File: src/rtl/core/audio_level_and_pitch_meter_defines.svh
// ----------------------------------------------------------------------------
// Audio level and pitch meter assertion macros
// Concurrent assertion wrappers; ASSERT_OFF compiles them away.
// ----------------------------------------------------------------------------
`ifndef AUDIO_LEVEL_AND_PITCH_METER_DEFINES_SVH
`define AUDIO_LEVEL_AND_PITCH_METER_DEFINES_SVH

`ifndef ASSERT_OFF
// property checked on the rising clock edge, off while reset is high
`define ALPM_ASSERT(label, clk, rst, prop) \
   label: assert property (@(posedge clk) disable iff (rst) prop) \
      else $error("assertion failed");
// property checked on every rising clock edge, reset included
`define ALPM_ASSERT_ALWAYS(label, clk, prop) \
   label: assert property (@(posedge clk) prop) \
      else $error("assertion failed");
`else
`define ALPM_ASSERT(label, clk, rst, prop)
`define ALPM_ASSERT_ALWAYS(label, clk, prop)
`endif

`endif

File: src/rtl/core/alpm_pkg.sv
// ----------------------------------------------------------------------------
// Audio level and pitch meter package
// Widths, register map, controller states and command/status bundles.
// ----------------------------------------------------------------------------
package alpm_pkg;

   localparam int SAMPLE_BITS    = 16;
   localparam int MAX_FRAME_LOG2 = 12;
   localparam int MIN_FRAME_LOG2 = 4;

   localparam int LG_BITS     = 4;
   localparam int RATE_BITS   = 17;
   localparam int WEIGHT_BITS = 16;
   localparam int ACC_FRAC    = 8;
   localparam int OUT_BITS    = 16;
   localparam int ACC_BITS    = OUT_BITS + ACC_FRAC;

   localparam int SQ_BITS    = 2 * SAMPLE_BITS - 1;
   localparam int SUM_BITS   = 2 * SAMPLE_BITS - 2 + MAX_FRAME_LOG2;
   localparam int IDX_BITS   = MAX_FRAME_LOG2;
   localparam int CROSS_BITS = MAX_FRAME_LOG2 + 1;

   localparam int RAD_BITS  = SUM_BITS - MIN_FRAME_LOG2;
   localparam int ROOT_BITS = (RAD_BITS + 1) / 2;
   localparam int RAD_PAD   = 2 * ROOT_BITS;
   localparam int REM_BITS  = ROOT_BITS + 1;
   localparam int CNT_BITS  = $clog2(ROOT_BITS);

   localparam int PROD_BITS  = CROSS_BITS + RATE_BITS;
   localparam int PITCH_BITS = PROD_BITS - MIN_FRAME_LOG2 - 1;
   localparam int X_BITS     = (PITCH_BITS > ROOT_BITS) ? PITCH_BITS : ROOT_BITS;

   localparam int CW_BITS = WEIGHT_BITS + 1;
   localparam int ONE_W   = 1 << WEIGHT_BITS;
   localparam int ROUND_W = 1 << (WEIGHT_BITS - 1);
   localparam int PA_BITS = CW_BITS + ACC_BITS;
   localparam int PB_BITS = WEIGHT_BITS + X_BITS;
   localparam int T_BITS  = ((PA_BITS > PB_BITS + ACC_FRAC) ? PA_BITS : PB_BITS + ACC_FRAC) + 1;

   localparam int CSR_DATA_BITS = 32;
   localparam int CSR_ADDR_BITS = 4;

   localparam int RESET_FRAME_LEN_LOG2 = 8;
   localparam int RESET_SAMPLE_RATE    = 44100;
   localparam int RESET_FAST_WEIGHT    = 6554;
   localparam int RESET_SLOW_WEIGHT    = 655;

   typedef logic signed [SAMPLE_BITS-1:0] sample_type;

   typedef enum logic [1:0] {
      REG_FRAME_LEN_LOG2,
      REG_SAMPLE_RATE,
      REG_FAST_WEIGHT,
      REG_SLOW_WEIGHT
   } reg_index_type;

   typedef enum logic [2:0] {
      ST_ACCUM,
      ST_FLUSH,
      ST_LOAD,
      ST_SQRT,
      ST_AVG_MUL,
      ST_AVG_ADD,
      ST_OUTPUT
   } state_type;

   typedef enum logic [1:0] {
      AVG_LEVEL_FAST,
      AVG_LEVEL_SLOW,
      AVG_PITCH_FAST,
      AVG_PITCH_SLOW
   } avg_sel_type;

   typedef struct packed {
      logic [LG_BITS-1:0]     frame_len_log2;
      logic [RATE_BITS-1:0]   sample_rate;
      logic [WEIGHT_BITS-1:0] fast_weight;
      logic [WEIGHT_BITS-1:0] slow_weight;
   } cfg_type;

   typedef struct packed {
      logic        accept;
      logic        load;
      logic        sqrt_step;
      logic        avg_mul;
      logic        avg_add;
      avg_sel_type avg_sel;
      logic        out_load;
   } cmd_type;

   typedef struct packed {
      logic frame_end;
   } status_type;

endpackage

File: src/rtl/core/alpm_if.sv
// ----------------------------------------------------------------------------
// Audio level and pitch meter channels
// Valid/ready request channel of samples and response channel of results.
// ----------------------------------------------------------------------------
interface alpm_req_if;
   import alpm_pkg::*;

   logic       valid;
   logic       ready;
   sample_type sample;

   modport source (output valid, output sample, input ready);
   modport sink (input valid, input sample, output ready);
endinterface

interface alpm_rsp_if;
   import alpm_pkg::*;

   logic                    valid;
   logic                    ready;
   logic [OUT_BITS-1:0]     rms_level;
   logic [OUT_BITS-1:0]     level_fast;
   logic [OUT_BITS-1:0]     level_slow;
   logic [CROSS_BITS-1:0]   crossing_count;
   logic [OUT_BITS-1:0]     pitch_fast;
   logic [OUT_BITS-1:0]     pitch_slow;

   modport source (
      output valid, output rms_level, output level_fast, output level_slow,
      output crossing_count, output pitch_fast, output pitch_slow, input ready
   );
   modport sink (
      input valid, input rms_level, input level_fast, input level_slow,
      input crossing_count, input pitch_fast, input pitch_slow, output ready
   );
endinterface

File: src/rtl/core/audio_level_and_pitch_meter.sv
// ----------------------------------------------------------------------------
// Audio level and pitch meter
// RMS level, zero-crossing count, pitch estimate and their smoothed averages.
// ----------------------------------------------------------------------------
// Samples are taken one per cycle while a frame fills. After the last sample
// of a frame of 2^frame_len_log2 samples (exponent clamped to 4..12) the
// request side stalls while the final square is added, the frame is latched,
// the square root is formed (one root bit per cycle through a single
// restoring stage), the four averages go through one shared pair of
// multipliers and the response register is written, plus any wait for that
// register to be freed. The square root loop sets most of the overhead. The
// response register lets the next frame fill while a result waits.
// Configuration writes belong between frames or while no sample is pending.
module audio_level_and_pitch_meter (
   input  logic                                clock,
   input  logic                                reset,
   alpm_req_if.sink                            req_ch,
   alpm_rsp_if.source                          rsp_ch,
   input  logic                                psel,
   input  logic                                penable,
   input  logic                                pwrite,
   input  logic [alpm_pkg::CSR_ADDR_BITS-1:0]  paddr,
   input  logic [alpm_pkg::CSR_DATA_BITS-1:0]  pwdata,
   output logic [alpm_pkg::CSR_DATA_BITS-1:0]  prdata,
   output logic                                pready
);
   import alpm_pkg::*;

   cfg_type    cfg;
   cmd_type    cmd;
   status_type status;

   alpm_csr u_csr (
      .clock   (clock),
      .reset   (reset),
      .psel    (psel),
      .penable (penable),
      .pwrite  (pwrite),
      .paddr   (paddr),
      .pwdata  (pwdata),
      .prdata  (prdata),
      .pready  (pready),
      .cfg     (cfg)
   );

   alpm_datapath u_datapath (
      .clock          (clock),
      .reset          (reset),
      .cfg            (cfg),
      .cmd            (cmd),
      .status         (status),
      .sample         (req_ch.sample),
      .rms_level      (rsp_ch.rms_level),
      .level_fast     (rsp_ch.level_fast),
      .level_slow     (rsp_ch.level_slow),
      .crossing_count (rsp_ch.crossing_count),
      .pitch_fast     (rsp_ch.pitch_fast),
      .pitch_slow     (rsp_ch.pitch_slow)
   );

   alpm_ctrl u_ctrl (
      .clock     (clock),
      .reset     (reset),
      .req_valid (req_ch.valid),
      .req_ready (req_ch.ready),
      .rsp_valid (rsp_ch.valid),
      .rsp_ready (rsp_ch.ready),
      .status    (status),
      .cmd       (cmd)
   );

endmodule

File: src/rtl/core/alpm_csr.sv
// ----------------------------------------------------------------------------
// Audio level and pitch meter register file
// APB-style configuration registers: frame length, sample rate, weights.
// ----------------------------------------------------------------------------
module alpm_csr (
   input  logic                                clock,
   input  logic                                reset,
   input  logic                                psel,
   input  logic                                penable,
   input  logic                                pwrite,
   input  logic [alpm_pkg::CSR_ADDR_BITS-1:0]  paddr,
   input  logic [alpm_pkg::CSR_DATA_BITS-1:0]  pwdata,
   output logic [alpm_pkg::CSR_DATA_BITS-1:0]  prdata,
   output logic                                pready,
   output alpm_pkg::cfg_type                   cfg
);
   import alpm_pkg::*;

   cfg_type       cfg_ff;
   cfg_type       cfg_in;
   reg_index_type index;
   logic          write;

   assign index  = reg_index_type'(paddr[CSR_ADDR_BITS-1:2]);
   assign write  = psel && penable && pwrite;
   assign pready = 1'b1;
   assign cfg    = cfg_ff;

   always_comb begin
      cfg_in = cfg_ff;
      if (write) begin
         unique case (index)
            REG_FRAME_LEN_LOG2: cfg_in.frame_len_log2 = pwdata[LG_BITS-1:0];
            REG_SAMPLE_RATE:    cfg_in.sample_rate    = pwdata[RATE_BITS-1:0];
            REG_FAST_WEIGHT:    cfg_in.fast_weight    = pwdata[WEIGHT_BITS-1:0];
            REG_SLOW_WEIGHT:    cfg_in.slow_weight    = pwdata[WEIGHT_BITS-1:0];
            default:            cfg_in = cfg_ff;
         endcase
      end
   end

   always_comb begin
      unique case (index)
         REG_FRAME_LEN_LOG2: prdata = CSR_DATA_BITS'(cfg_ff.frame_len_log2);
         REG_SAMPLE_RATE:    prdata = CSR_DATA_BITS'(cfg_ff.sample_rate);
         REG_FAST_WEIGHT:    prdata = CSR_DATA_BITS'(cfg_ff.fast_weight);
         REG_SLOW_WEIGHT:    prdata = CSR_DATA_BITS'(cfg_ff.slow_weight);
         default:            prdata = '0;
      endcase
   end

   always_ff @(posedge clock) begin
      if (reset) begin
         cfg_ff.frame_len_log2 <= LG_BITS'(RESET_FRAME_LEN_LOG2);
         cfg_ff.sample_rate    <= RATE_BITS'(RESET_SAMPLE_RATE);
         cfg_ff.fast_weight    <= WEIGHT_BITS'(RESET_FAST_WEIGHT);
         cfg_ff.slow_weight    <= WEIGHT_BITS'(RESET_SLOW_WEIGHT);
      end else begin
         cfg_ff <= cfg_in;
      end
   end

endmodule

File: src/rtl/core/alpm_datapath.sv
// ----------------------------------------------------------------------------
// Audio level and pitch meter datapath
// Square sum, crossing count, bit-serial square root, shared average unit.
// ----------------------------------------------------------------------------
module alpm_datapath (
   input  logic                                 clock,
   input  logic                                 reset,
   input  alpm_pkg::cfg_type                    cfg,
   input  alpm_pkg::cmd_type                    cmd,
   output alpm_pkg::status_type                 status,
   input  alpm_pkg::sample_type                 sample,
   output logic [alpm_pkg::OUT_BITS-1:0]        rms_level,
   output logic [alpm_pkg::OUT_BITS-1:0]        level_fast,
   output logic [alpm_pkg::OUT_BITS-1:0]        level_slow,
   output logic [alpm_pkg::CROSS_BITS-1:0]      crossing_count,
   output logic [alpm_pkg::OUT_BITS-1:0]        pitch_fast,
   output logic [alpm_pkg::OUT_BITS-1:0]        pitch_slow
);
   import alpm_pkg::*;

   // frame state
   logic [IDX_BITS-1:0]   idx_ff, idx_in;
   logic [CROSS_BITS-1:0] cross_ff, cross_in;
   logic                  last_pos_ff, last_pos_in;
   logic [SQ_BITS-1:0]    sq_ff, sq_in;
   logic                  sq_pend_ff, sq_pend_in;
   logic [SUM_BITS-1:0]   sum_ff, sum_in;
   logic [ACC_BITS-1:0]   acc_ff [4];
   logic [ACC_BITS-1:0]   acc_in [4];

   // end of frame work
   logic [RAD_PAD-1:0]    rad_ff, rad_in;
   logic [REM_BITS-1:0]   rem_ff, rem_in;
   logic [ROOT_BITS-1:0]  root_ff, root_in;
   logic [CROSS_BITS-1:0] fcross_ff, fcross_in;
   logic [PROD_BITS-1:0]  pmul_ff, pmul_in;
   logic [PITCH_BITS-1:0] pitch_ff, pitch_in;
   logic [PA_BITS-1:0]    pa_ff, pa_in;
   logic [PB_BITS-1:0]    pb_ff, pb_in;

   // response payload
   logic [OUT_BITS-1:0]   rms_ff, rms_in;
   logic [OUT_BITS-1:0]   lf_ff, lf_in;
   logic [OUT_BITS-1:0]   ls_ff, ls_in;
   logic [CROSS_BITS-1:0] co_ff, co_in;
   logic [OUT_BITS-1:0]   pf_ff, pf_in;
   logic [OUT_BITS-1:0]   ps_ff, ps_in;

   logic [LG_BITS-1:0]       lg;
   logic [IDX_BITS:0]        len_w;
   logic [IDX_BITS-1:0]      len_m1;
   logic [SAMPLE_BITS-1:0]   raw;
   logic [SAMPLE_BITS-1:0]   mag;
   logic                     positive;
   logic [2*SAMPLE_BITS-1:0] sq_full;
   logic [SUM_BITS:0]        sum_add;
   logic [REM_BITS+1:0]      rem_sh;
   logic [REM_BITS+1:0]      trial;
   logic [LG_BITS:0]         pshift;
   logic [WEIGHT_BITS-1:0]   w;
   logic [CW_BITS-1:0]       cw;
   logic [X_BITS-1:0]        x;
   logic [T_BITS-1:0]        t;

   always_comb begin
      if (cfg.frame_len_log2 < LG_BITS'(MIN_FRAME_LOG2)) begin
         lg = LG_BITS'(MIN_FRAME_LOG2);
      end else if (cfg.frame_len_log2 > LG_BITS'(MAX_FRAME_LOG2)) begin
         lg = LG_BITS'(MAX_FRAME_LOG2);
      end else begin
         lg = cfg.frame_len_log2;
      end
   end

   assign len_w            = (IDX_BITS + 1)'(1) << lg;
   assign len_m1           = IDX_BITS'(len_w - 1'b1);
   assign status.frame_end = (idx_ff >= len_m1);

   assign raw      = SAMPLE_BITS'(sample);
   assign mag      = raw[SAMPLE_BITS-1] ? SAMPLE_BITS'(~raw + 1'b1) : raw;
   assign positive = !raw[SAMPLE_BITS-1] && (raw != '0);
   assign sq_full  = (2 * SAMPLE_BITS)'(mag) * (2 * SAMPLE_BITS)'(mag);
   assign sum_add  = {1'b0, sum_ff} + (SUM_BITS + 1)'(sq_ff);

   assign rem_sh = {rem_ff, rad_ff[RAD_PAD-1 -: 2]};
   assign trial  = (REM_BITS + 2)'({root_ff, 2'b01});
   assign pshift = (LG_BITS + 1)'(lg) + 1'b1;

   always_comb begin
      case (cmd.avg_sel)
         AVG_LEVEL_FAST: begin w = cfg.fast_weight; x = X_BITS'(root_ff); end
         AVG_LEVEL_SLOW: begin w = cfg.slow_weight; x = X_BITS'(root_ff); end
         AVG_PITCH_FAST: begin w = cfg.fast_weight; x = X_BITS'(pitch_ff); end
         default:        begin w = cfg.slow_weight; x = X_BITS'(pitch_ff); end
      endcase
   end

   assign cw = CW_BITS'(ONE_W) - CW_BITS'(w);
   assign t  = T_BITS'(pa_ff) + (T_BITS'(pb_ff) << ACC_FRAC) + T_BITS'(ROUND_W);

   always_comb begin
      idx_in      = idx_ff;
      cross_in    = cross_ff;
      last_pos_in = last_pos_ff;
      sq_in       = sq_ff;
      sq_pend_in  = 1'b0;
      sum_in      = sum_ff;
      acc_in      = acc_ff;
      rad_in      = rad_ff;
      rem_in      = rem_ff;
      root_in     = root_ff;
      fcross_in   = fcross_ff;
      pmul_in     = pmul_ff;
      pitch_in    = pitch_ff;
      pa_in       = pa_ff;
      pb_in       = pb_ff;
      rms_in      = rms_ff;
      lf_in       = lf_ff;
      ls_in       = ls_ff;
      co_in       = co_ff;
      pf_in       = pf_ff;
      ps_in       = ps_ff;

      // square is registered, added in the following cycle
      if (sq_pend_ff) begin
         sum_in = sum_add[SUM_BITS] ? '1 : sum_add[SUM_BITS-1:0];
      end

      if (cmd.accept) begin
         sq_in       = sq_full[SQ_BITS-1:0];
         sq_pend_in  = 1'b1;
         last_pos_in = positive;
         if (positive != last_pos_ff) begin
            cross_in = cross_ff + 1'b1;
         end
         idx_in = status.frame_end ? '0 : idx_ff + 1'b1;
      end

      if (cmd.load) begin
         rad_in    = RAD_PAD'(RAD_BITS'(sum_ff >> lg));
         rem_in    = '0;
         root_in   = '0;
         fcross_in = cross_ff;
         pmul_in   = PROD_BITS'(cross_ff) * PROD_BITS'(cfg.sample_rate);
         sum_in    = '0;
         cross_in  = '0;
      end

      // one root bit per step
      if (cmd.sqrt_step) begin
         rad_in   = rad_ff << 2;
         pitch_in = PITCH_BITS'(pmul_ff >> pshift);
         if (rem_sh >= trial) begin
            rem_in  = REM_BITS'(rem_sh - trial);
            root_in = {root_ff[ROOT_BITS-2:0], 1'b1};
         end else begin
            rem_in  = REM_BITS'(rem_sh);
            root_in = {root_ff[ROOT_BITS-2:0], 1'b0};
         end
      end

      if (cmd.avg_mul) begin
         pa_in = PA_BITS'(cw) * PA_BITS'(acc_ff[cmd.avg_sel]);
         pb_in = PB_BITS'(w) * PB_BITS'(x);
      end

      if (cmd.avg_add) begin
         acc_in[cmd.avg_sel] = t[ACC_BITS+WEIGHT_BITS-1:WEIGHT_BITS];
      end

      if (cmd.out_load) begin
         rms_in = OUT_BITS'(root_ff);
         lf_in  = acc_ff[AVG_LEVEL_FAST][ACC_BITS-1:ACC_FRAC];
         ls_in  = acc_ff[AVG_LEVEL_SLOW][ACC_BITS-1:ACC_FRAC];
         co_in  = fcross_ff;
         pf_in  = acc_ff[AVG_PITCH_FAST][ACC_BITS-1:ACC_FRAC];
         ps_in  = acc_ff[AVG_PITCH_SLOW][ACC_BITS-1:ACC_FRAC];
      end
   end

   always_ff @(posedge clock) begin
      if (reset) begin
         idx_ff      <= '0;
         cross_ff    <= '0;
         last_pos_ff <= 1'b0;
         sq_pend_ff  <= 1'b0;
         sum_ff      <= '0;
         acc_ff      <= '{default: '0};
      end else begin
         idx_ff      <= idx_in;
         cross_ff    <= cross_in;
         last_pos_ff <= last_pos_in;
         sq_pend_ff  <= sq_pend_in;
         sum_ff      <= sum_in;
         acc_ff      <= acc_in;
      end
   end

   always_ff @(posedge clock) begin
      sq_ff     <= sq_in;
      rad_ff    <= rad_in;
      rem_ff    <= rem_in;
      root_ff   <= root_in;
      fcross_ff <= fcross_in;
      pmul_ff   <= pmul_in;
      pitch_ff  <= pitch_in;
      pa_ff     <= pa_in;
      pb_ff     <= pb_in;
      rms_ff    <= rms_in;
      lf_ff     <= lf_in;
      ls_ff     <= ls_in;
      co_ff     <= co_in;
      pf_ff     <= pf_in;
      ps_ff     <= ps_in;
   end

   assign rms_level      = rms_ff;
   assign level_fast     = lf_ff;
   assign level_slow     = ls_ff;
   assign crossing_count = co_ff;
   assign pitch_fast     = pf_ff;
   assign pitch_slow     = ps_ff;

endmodule

File: src/rtl/core/alpm_ctrl.sv
// ----------------------------------------------------------------------------
// Audio level and pitch meter controller
// Sequences accumulation, end of frame work and the response register.
// ----------------------------------------------------------------------------
`include "audio_level_and_pitch_meter_defines.svh"

module alpm_ctrl (
   input  logic                   clock,
   input  logic                   reset,
   input  logic                   req_valid,
   output logic                   req_ready,
   output logic                   rsp_valid,
   input  logic                   rsp_ready,
   input  alpm_pkg::status_type   status,
   output alpm_pkg::cmd_type      cmd
);
   import alpm_pkg::*;

   state_type             state_ff, state_in;
   logic [CNT_BITS-1:0]   cnt_ff, cnt_in;
   avg_sel_type           sel_ff, sel_in;
   logic                  rsp_valid_ff, rsp_valid_in;

   assign req_ready = (state_ff == ST_ACCUM);
   assign rsp_valid = rsp_valid_ff;

   always_comb begin
      state_in    = state_ff;
      cnt_in      = cnt_ff;
      sel_in      = sel_ff;
      cmd         = '0;
      cmd.avg_sel = sel_ff;

      unique case (state_ff)
         ST_ACCUM: begin
            cmd.accept = req_valid;
            if (req_valid && status.frame_end) begin
               state_in = ST_FLUSH;
            end
         end
         ST_FLUSH: begin
            state_in = ST_LOAD;
         end
         ST_LOAD: begin
            cmd.load = 1'b1;
            cnt_in   = '0;
            state_in = ST_SQRT;
         end
         ST_SQRT: begin
            cmd.sqrt_step = 1'b1;
            if (cnt_ff == CNT_BITS'(ROOT_BITS - 1)) begin
               sel_in   = AVG_LEVEL_FAST;
               state_in = ST_AVG_MUL;
            end else begin
               cnt_in = cnt_ff + 1'b1;
            end
         end
         ST_AVG_MUL: begin
            cmd.avg_mul = 1'b1;
            state_in    = ST_AVG_ADD;
         end
         ST_AVG_ADD: begin
            cmd.avg_add = 1'b1;
            if (sel_ff == AVG_PITCH_SLOW) begin
               state_in = ST_OUTPUT;
            end else begin
               sel_in   = avg_sel_type'(sel_ff + 1'b1);
               state_in = ST_AVG_MUL;
            end
         end
         ST_OUTPUT: begin
            if (!rsp_valid_ff || rsp_ready) begin
               cmd.out_load = 1'b1;
               state_in     = ST_ACCUM;
            end
         end
         default: begin
            state_in = ST_ACCUM;
         end
      endcase

      if (cmd.out_load) begin
         rsp_valid_in = 1'b1;
      end else if (rsp_ready) begin
         rsp_valid_in = 1'b0;
      end else begin
         rsp_valid_in = rsp_valid_ff;
      end
   end

   always_ff @(posedge clock) begin
      if (reset) begin
         state_ff     <= ST_ACCUM;
         cnt_ff       <= '0;
         sel_ff       <= AVG_LEVEL_FAST;
         rsp_valid_ff <= 1'b0;
      end else begin
         state_ff     <= state_in;
         cnt_ff       <= cnt_in;
         sel_ff       <= sel_in;
         rsp_valid_ff <= rsp_valid_in;
      end
   end

   `ALPM_ASSERT(a_frame_end_stalls, clock, reset, (cmd.accept && status.frame_end) |=> !req_ready)
   `ALPM_ASSERT(a_load_free_slot, clock, reset, cmd.out_load |-> (!rsp_valid_ff || rsp_ready))
   `ALPM_ASSERT(a_sqrt_count, clock, reset, (state_ff == ST_SQRT) |-> (cnt_ff < CNT_BITS'(ROOT_BITS)))
   `ALPM_ASSERT(a_valid_from_load, clock, reset, $rose(rsp_valid_ff) |-> $past(cmd.out_load))
   `ALPM_ASSERT_ALWAYS(a_reset_idle, clock, reset |=> (state_ff == ST_ACCUM && !rsp_valid_ff))

endmodule

File: src/flat_wrapper.sv
// flat-port wrapper written by rule: the top's interface ports become plain ports
module audio_level_and_pitch_meter_flat import alpm_pkg::*;
  (clock, reset, psel, penable, pwrite, paddr, pwdata, prdata, pready, req_ch_valid, req_ch_sample, req_ch_ready, rsp_ch_valid, rsp_ch_rms_level, rsp_ch_level_fast, rsp_ch_level_slow, rsp_ch_crossing_count, rsp_ch_pitch_fast, rsp_ch_pitch_slow, rsp_ch_ready);
  alpm_req_if req_ch_i ();
  alpm_rsp_if rsp_ch_i ();
  input  logic clock;
  input  logic reset;
  input  logic psel;
  input  logic penable;
  input  logic pwrite;
  input  logic [alpm_pkg::CSR_ADDR_BITS-1:0] paddr;
  input  logic [alpm_pkg::CSR_DATA_BITS-1:0] pwdata;
  output logic [alpm_pkg::CSR_DATA_BITS-1:0] prdata;
  output logic pready;
  input wire logic [$bits(req_ch_i.valid)-1:0] req_ch_valid;
  input wire logic [$bits(req_ch_i.sample)-1:0] req_ch_sample;
  output wire logic [$bits(req_ch_i.ready)-1:0] req_ch_ready;
  output wire logic [$bits(rsp_ch_i.valid)-1:0] rsp_ch_valid;
  output wire logic [$bits(rsp_ch_i.rms_level)-1:0] rsp_ch_rms_level;
  output wire logic [$bits(rsp_ch_i.level_fast)-1:0] rsp_ch_level_fast;
  output wire logic [$bits(rsp_ch_i.level_slow)-1:0] rsp_ch_level_slow;
  output wire logic [$bits(rsp_ch_i.crossing_count)-1:0] rsp_ch_crossing_count;
  output wire logic [$bits(rsp_ch_i.pitch_fast)-1:0] rsp_ch_pitch_fast;
  output wire logic [$bits(rsp_ch_i.pitch_slow)-1:0] rsp_ch_pitch_slow;
  input wire logic [$bits(rsp_ch_i.ready)-1:0] rsp_ch_ready;
  assign req_ch_i.valid = req_ch_valid;
  assign req_ch_i.sample = req_ch_sample;
  assign req_ch_ready = req_ch_i.ready;
  assign rsp_ch_valid = rsp_ch_i.valid;
  assign rsp_ch_rms_level = rsp_ch_i.rms_level;
  assign rsp_ch_level_fast = rsp_ch_i.level_fast;
  assign rsp_ch_level_slow = rsp_ch_i.level_slow;
  assign rsp_ch_crossing_count = rsp_ch_i.crossing_count;
  assign rsp_ch_pitch_fast = rsp_ch_i.pitch_fast;
  assign rsp_ch_pitch_slow = rsp_ch_i.pitch_slow;
  assign rsp_ch_i.ready = rsp_ch_ready;
  audio_level_and_pitch_meter u_core (.clock(clock), .reset(reset), .req_ch(req_ch_i), .rsp_ch(rsp_ch_i), .psel(psel), .penable(penable), .pwrite(pwrite), .paddr(paddr), .pwdata(pwdata), .prdata(prdata), .pready(pready));
endmodule
File: config.mk
export PLATFORM = sky130hd
export DESIGN_NAME = audio_level_and_pitch_meter_flat
export DESIGN_NICKNAME = d
export VERILOG_FILES = /design/src/rtl/core/alpm_pkg.sv /design/src/rtl/core/alpm_if.sv /design/src/rtl/core/audio_level_and_pitch_meter.sv /design/src/rtl/core/alpm_csr.sv /design/src/rtl/core/alpm_datapath.sv /design/src/rtl/core/alpm_ctrl.sv /design/src/flat_wrapper.sv
export VERILOG_INCLUDE_DIRS = /design/src /design/src/rtl/core
export SDC_FILE = /design/constraint.sdc
export NUM_CORES = 2
export LEC_CHECK = 0
export CAP_MARGIN = 20
export CORE_UTILIZATION = 60
export CTS_BUF_LIST = sky130_fd_sc_hd__clkbuf_8 sky130_fd_sc_hd__clkbuf_16
export DETAILED_ROUTE_END_ITERATION = 10
export DONT_BUFFER_PORTS = 1
export PLACE_DENSITY = 0.81
export SETUP_SLACK_MARGIN = 0.15
export SYNTH_ARGS = -nofsm -noshare
export SYNTH_HDL_FRONTEND = slang
export SYNTH_HIERARCHICAL = 1
export SYNTH_SLANG_ARGS = --single-unit
File: constraint.sdc
create_clock -name clock -period 9.4 [get_ports clock]
set_input_delay 0.47 -clock clock [delete_from_list [all_inputs] [get_ports clock]]
set_output_delay 0.47 -clock clock [all_outputs]
set_load 0.01 [all_outputs]
==> impl_metrics.json <==
{
  "worst_slew_pin_slew_ps": 1181,
  "post-dp-hpwl_mm": 128.6,
  "worstPathMaxFanout": 13,
  "dieArea_um2": 109300,
  "finalSetupTns_ps": 0,
  "clock_skew_ps": 38.94,
  "grt_max_degree": 126,
  "crit_required_ps": 9840,
  "clock.fmax_mhz": 112.5,
  "fp-row-count": 120,
  "crit_type": "register to register",
  "setup_viol": 0,
  "arrival_ps": 9330,
  "viasPerCell": 6.003,
  "synth_flop_cell": "edfxtp_1",
  "synth.cell_area_um2": 64810,
  "cts.reportedPaths.clkPinSlew_ps": 60,
  "synth.ff_latch_count": 556,
  "ys_top_cells_by_area": "fa_1 (29%), edfxtp_1 (15%), ha_1 (9.3%)",
  "drive_above_1_share_pct": 5.188,
  "grt_first_pass_wirelength_mm": 274.6,
  "wl_mm": 172.8,
  "core_area_um2": 107100,
  "routedWlPerCell_um": 20.81,
  "die_x_um": 330.7,
  "io_pins": 187,
  "grt_usage_pct": 32.13,
  "async_reset_ff_share_pct": 0,
  "syn_to_final_growth_pct": 5.820,
  "yosys.area_share.adder_pct": 38.35,
  "post-route-drc-count": 0,
  "total_power_w": 0.01241,
  "seq_area_frac_synth_pct": 22.19,
  "yosysMostFrequentCell": "inv_1",
  "period_share_pct": 94.58,
  "synth_xor_area_share_pct": 3.415,
  "yosys-top-cells-count": "inv_1 (1161), nand2_1 (1073), fa_1 (941)",
  "die_h_um": 330.7,
  "synth_compound_area_share_pct": 8.185,
  "min_path_type": "primary input to register",
  "dr.pass1.iters": 10,
  "netlist_instances": 6958,
  "slew_headroom_pct": 20.75,
  "yosysUniqueCellTypes": 96,
  "cts-buffers-inserted": 60,
  "cp_slowest_stage_delay_ps": 540,
  "grt_pass1_vias": 52009,
  "grt-ovfl-total": 0,
  "clock_latency_ps": 710,
  "synth.top_cell.area_share_pct": 29.07,
  "final_max_slew_viol_count": 0,
  "max-vdd-ir-drop_uv": 711.7,
  "grt_antenna_before_repair": 4,
  "clkSinkCount": 556,
  "cp_slowest_cell": "or3_1",
  "outcome": "finished clean",
  "finalHoldViolCount": 0,
  "cts_max_level": 2,
  "vias": 49863,
  "hold-worst-slack_ps": 36.76,
  "gp_congestion": 0.9906,
  "start_util_pct": 60.54,
  "cts_tree": "done",
  "synth_top_family_by_area": "adder cells",
  "io_buffers": 0,
  "first_iter_violations": 5199,
  "root_buffer": "clkbuf_16",
  "endpoint_kind": "register",
  "synth-simple-area-share_pct": 14.59,
  "stdcell_count": 8306,
  "start_kind": "register",
  "cts.path.max_buffers": 3,
  "placed_cells": 8167,
  "cp_common_cell": "fa_1",
  "yosys_warnings": 6,
  "synth_top_area_cell": "fa_1",
  "maxCapViolations": 0,
  "rsz0062_at_grt": "false",
  "min_period_ps": 8891,
  "fin_nets": 8332,
  "power_density_nw_per_um2": 180.9,
  "p_leak_nw": 32.22,
  "ant_nets": 0,
  "avgSynthCellArea_um2": 9.315,
  "synth-edff-count": 325,
  "muxShareOfSynthArea_pct": 4.313
}
cell type report:
| type | count | area (um2) |
|---|---|---|
| antenna | 2 | 5.005 |
| clock buffer | 67 | 1632 |
| clock inverter | 45 | 395.4 |
| fill | 8309 | 38470 |
| inverter | 1173 | 4403 |
| multi-input combinational | 4933 | 44940 |
| sequential | 556 | 14390 |
| tap | 1403 | 1755 |
| timing repair buffer | 127 | 1065 |
where the power goes:
group | internal [W] | switching, W
registers | 0.00301 | 0.0000619
clock network | 0.00137 | 0.00110
logic | 0.00305 | 0.00381
repair_timing:
action	CTS	global route
setup endpoints to repair	4	8
hold buffers	20	0
pin swaps	0	1
gates resized for setup	3	8
hold endpoints to repair	134	0
buffers inserted	0	2
worst max-delay path: cells and delay by family (launching register included):
| family | cells | cell delay (ps) |
|---|---|---|
| adder cells (fa/ha/maj) | 7 | 3460 |
| flip-flops | 1 | 520 |
| AO/OA/AOI/OAI | 7 | 1530 |
| AND/OR/NAND/NOR | 6 | 1800 |
| multiplexers | 1 | 390 |
| XOR/XNOR | 2 | 310 |
| buffers and inverters | 6 | 600 |
cells in the final DEF (no fill, tap or decap), drive strengths merged, types with 24 or more instances in the layout:
master / netlist / routed
a21o: 95 / 95
a21oi: 304 / 304
a31oi: 52 / 52
and2: 188 / 188
and3: 48 / 48
buf: 84 / 108
clkbuf: 240 / 68
clkinv: 6 / 24
conb: 4 / 32
dfxtp: 231 / 231
edfxtp: 325 / 325
fa: 941 / 941
ha: 481 / 481
inv: 1167 / 1185
mux2: 31 / 31
mux2i: 190 / 190
mux4: 24 / 24
nand2: 1074 / 1074
nand2b: 71 / 71
nand3: 86 / 86
nand4: 28 / 28
nor2: 449 / 449
nor2b: 28 / 28
nor3: 53 / 53
o21a: 59 / 59
o21ai: 194 / 194
or3: 24 / 24
xnor2: 163 / 163
xor2: 88 / 88
final timing paths:
kind,from,to,slack [ps],cells after the start
min reg2reg,u_core/u_datapath/fcross_ff[9],u_core/u_datapath/crossing_count[9],420,0
max,u_core/u_ctrl/sel_ff[0],u_core/u_datapath/pa_ff[37],510,29
max reg2reg,u_core/u_ctrl/sel_ff[0],u_core/u_datapath/pa_ff[37],510,29
min,reset,u_core/u_csr/cfg[11],40,2
routing by layer:
layer | vias up | GRT usage, % | share of wire, %
met1 | 24717 | 40.33 | 37
met3 | 665 | 6.791 | 9.7
met4 | 2 | 16.63 | 6.0
li1 | 21857 | - | -
met2 | 2622 | 52.46 | 47
met5 | - | 0 | 0.024
kinds of logic after synthesis:
| family | count (synthesis) |
|---|---|
| AO/OA/AOI/OAI | 860 |
| adder cells (fa/ha/maj) | 1422 |
| multiplexers | 245 |
| buffers and inverters | 1497 |
| XOR/XNOR | 251 |
| other | 4 |
| flip-flops | 556 |
| AND/OR/NAND/NOR | 2123 |
flip-flops by register name (all words and copies together), names as in the netlist, 19 cells and up:
name                        cells
u_core/u_datapath/sum_ff       42
u_core/u_datapath/pb_ff        32
u_core/u_csr/cfg               53
u_core/u_datapath/root_ff      19
u_core/u_datapath/pitch_ff     25
u_core/u_datapath/rad_ff       38
u_core/u_datapath/acc_ff       96
u_core/u_datapath/rem_ff       20
u_core/u_datapath/sq_ff        30
u_core/u_datapath/pa_ff        32
u_core/u_datapath/pmul_ff      25
metrics by stage:
step                      cell area [um2]  util (%)  worst slack (ps)
after CTS                           68470     63.96             259.5
after detailed placement            66200     61.83             20.65
after global routing                68590     64.07             137.3
after global placement              66200     61.83             225.8
after floorplan                     64920         -             756.4
final                               68590     64.07             509.1
Power figures use the tool's default switching activity.
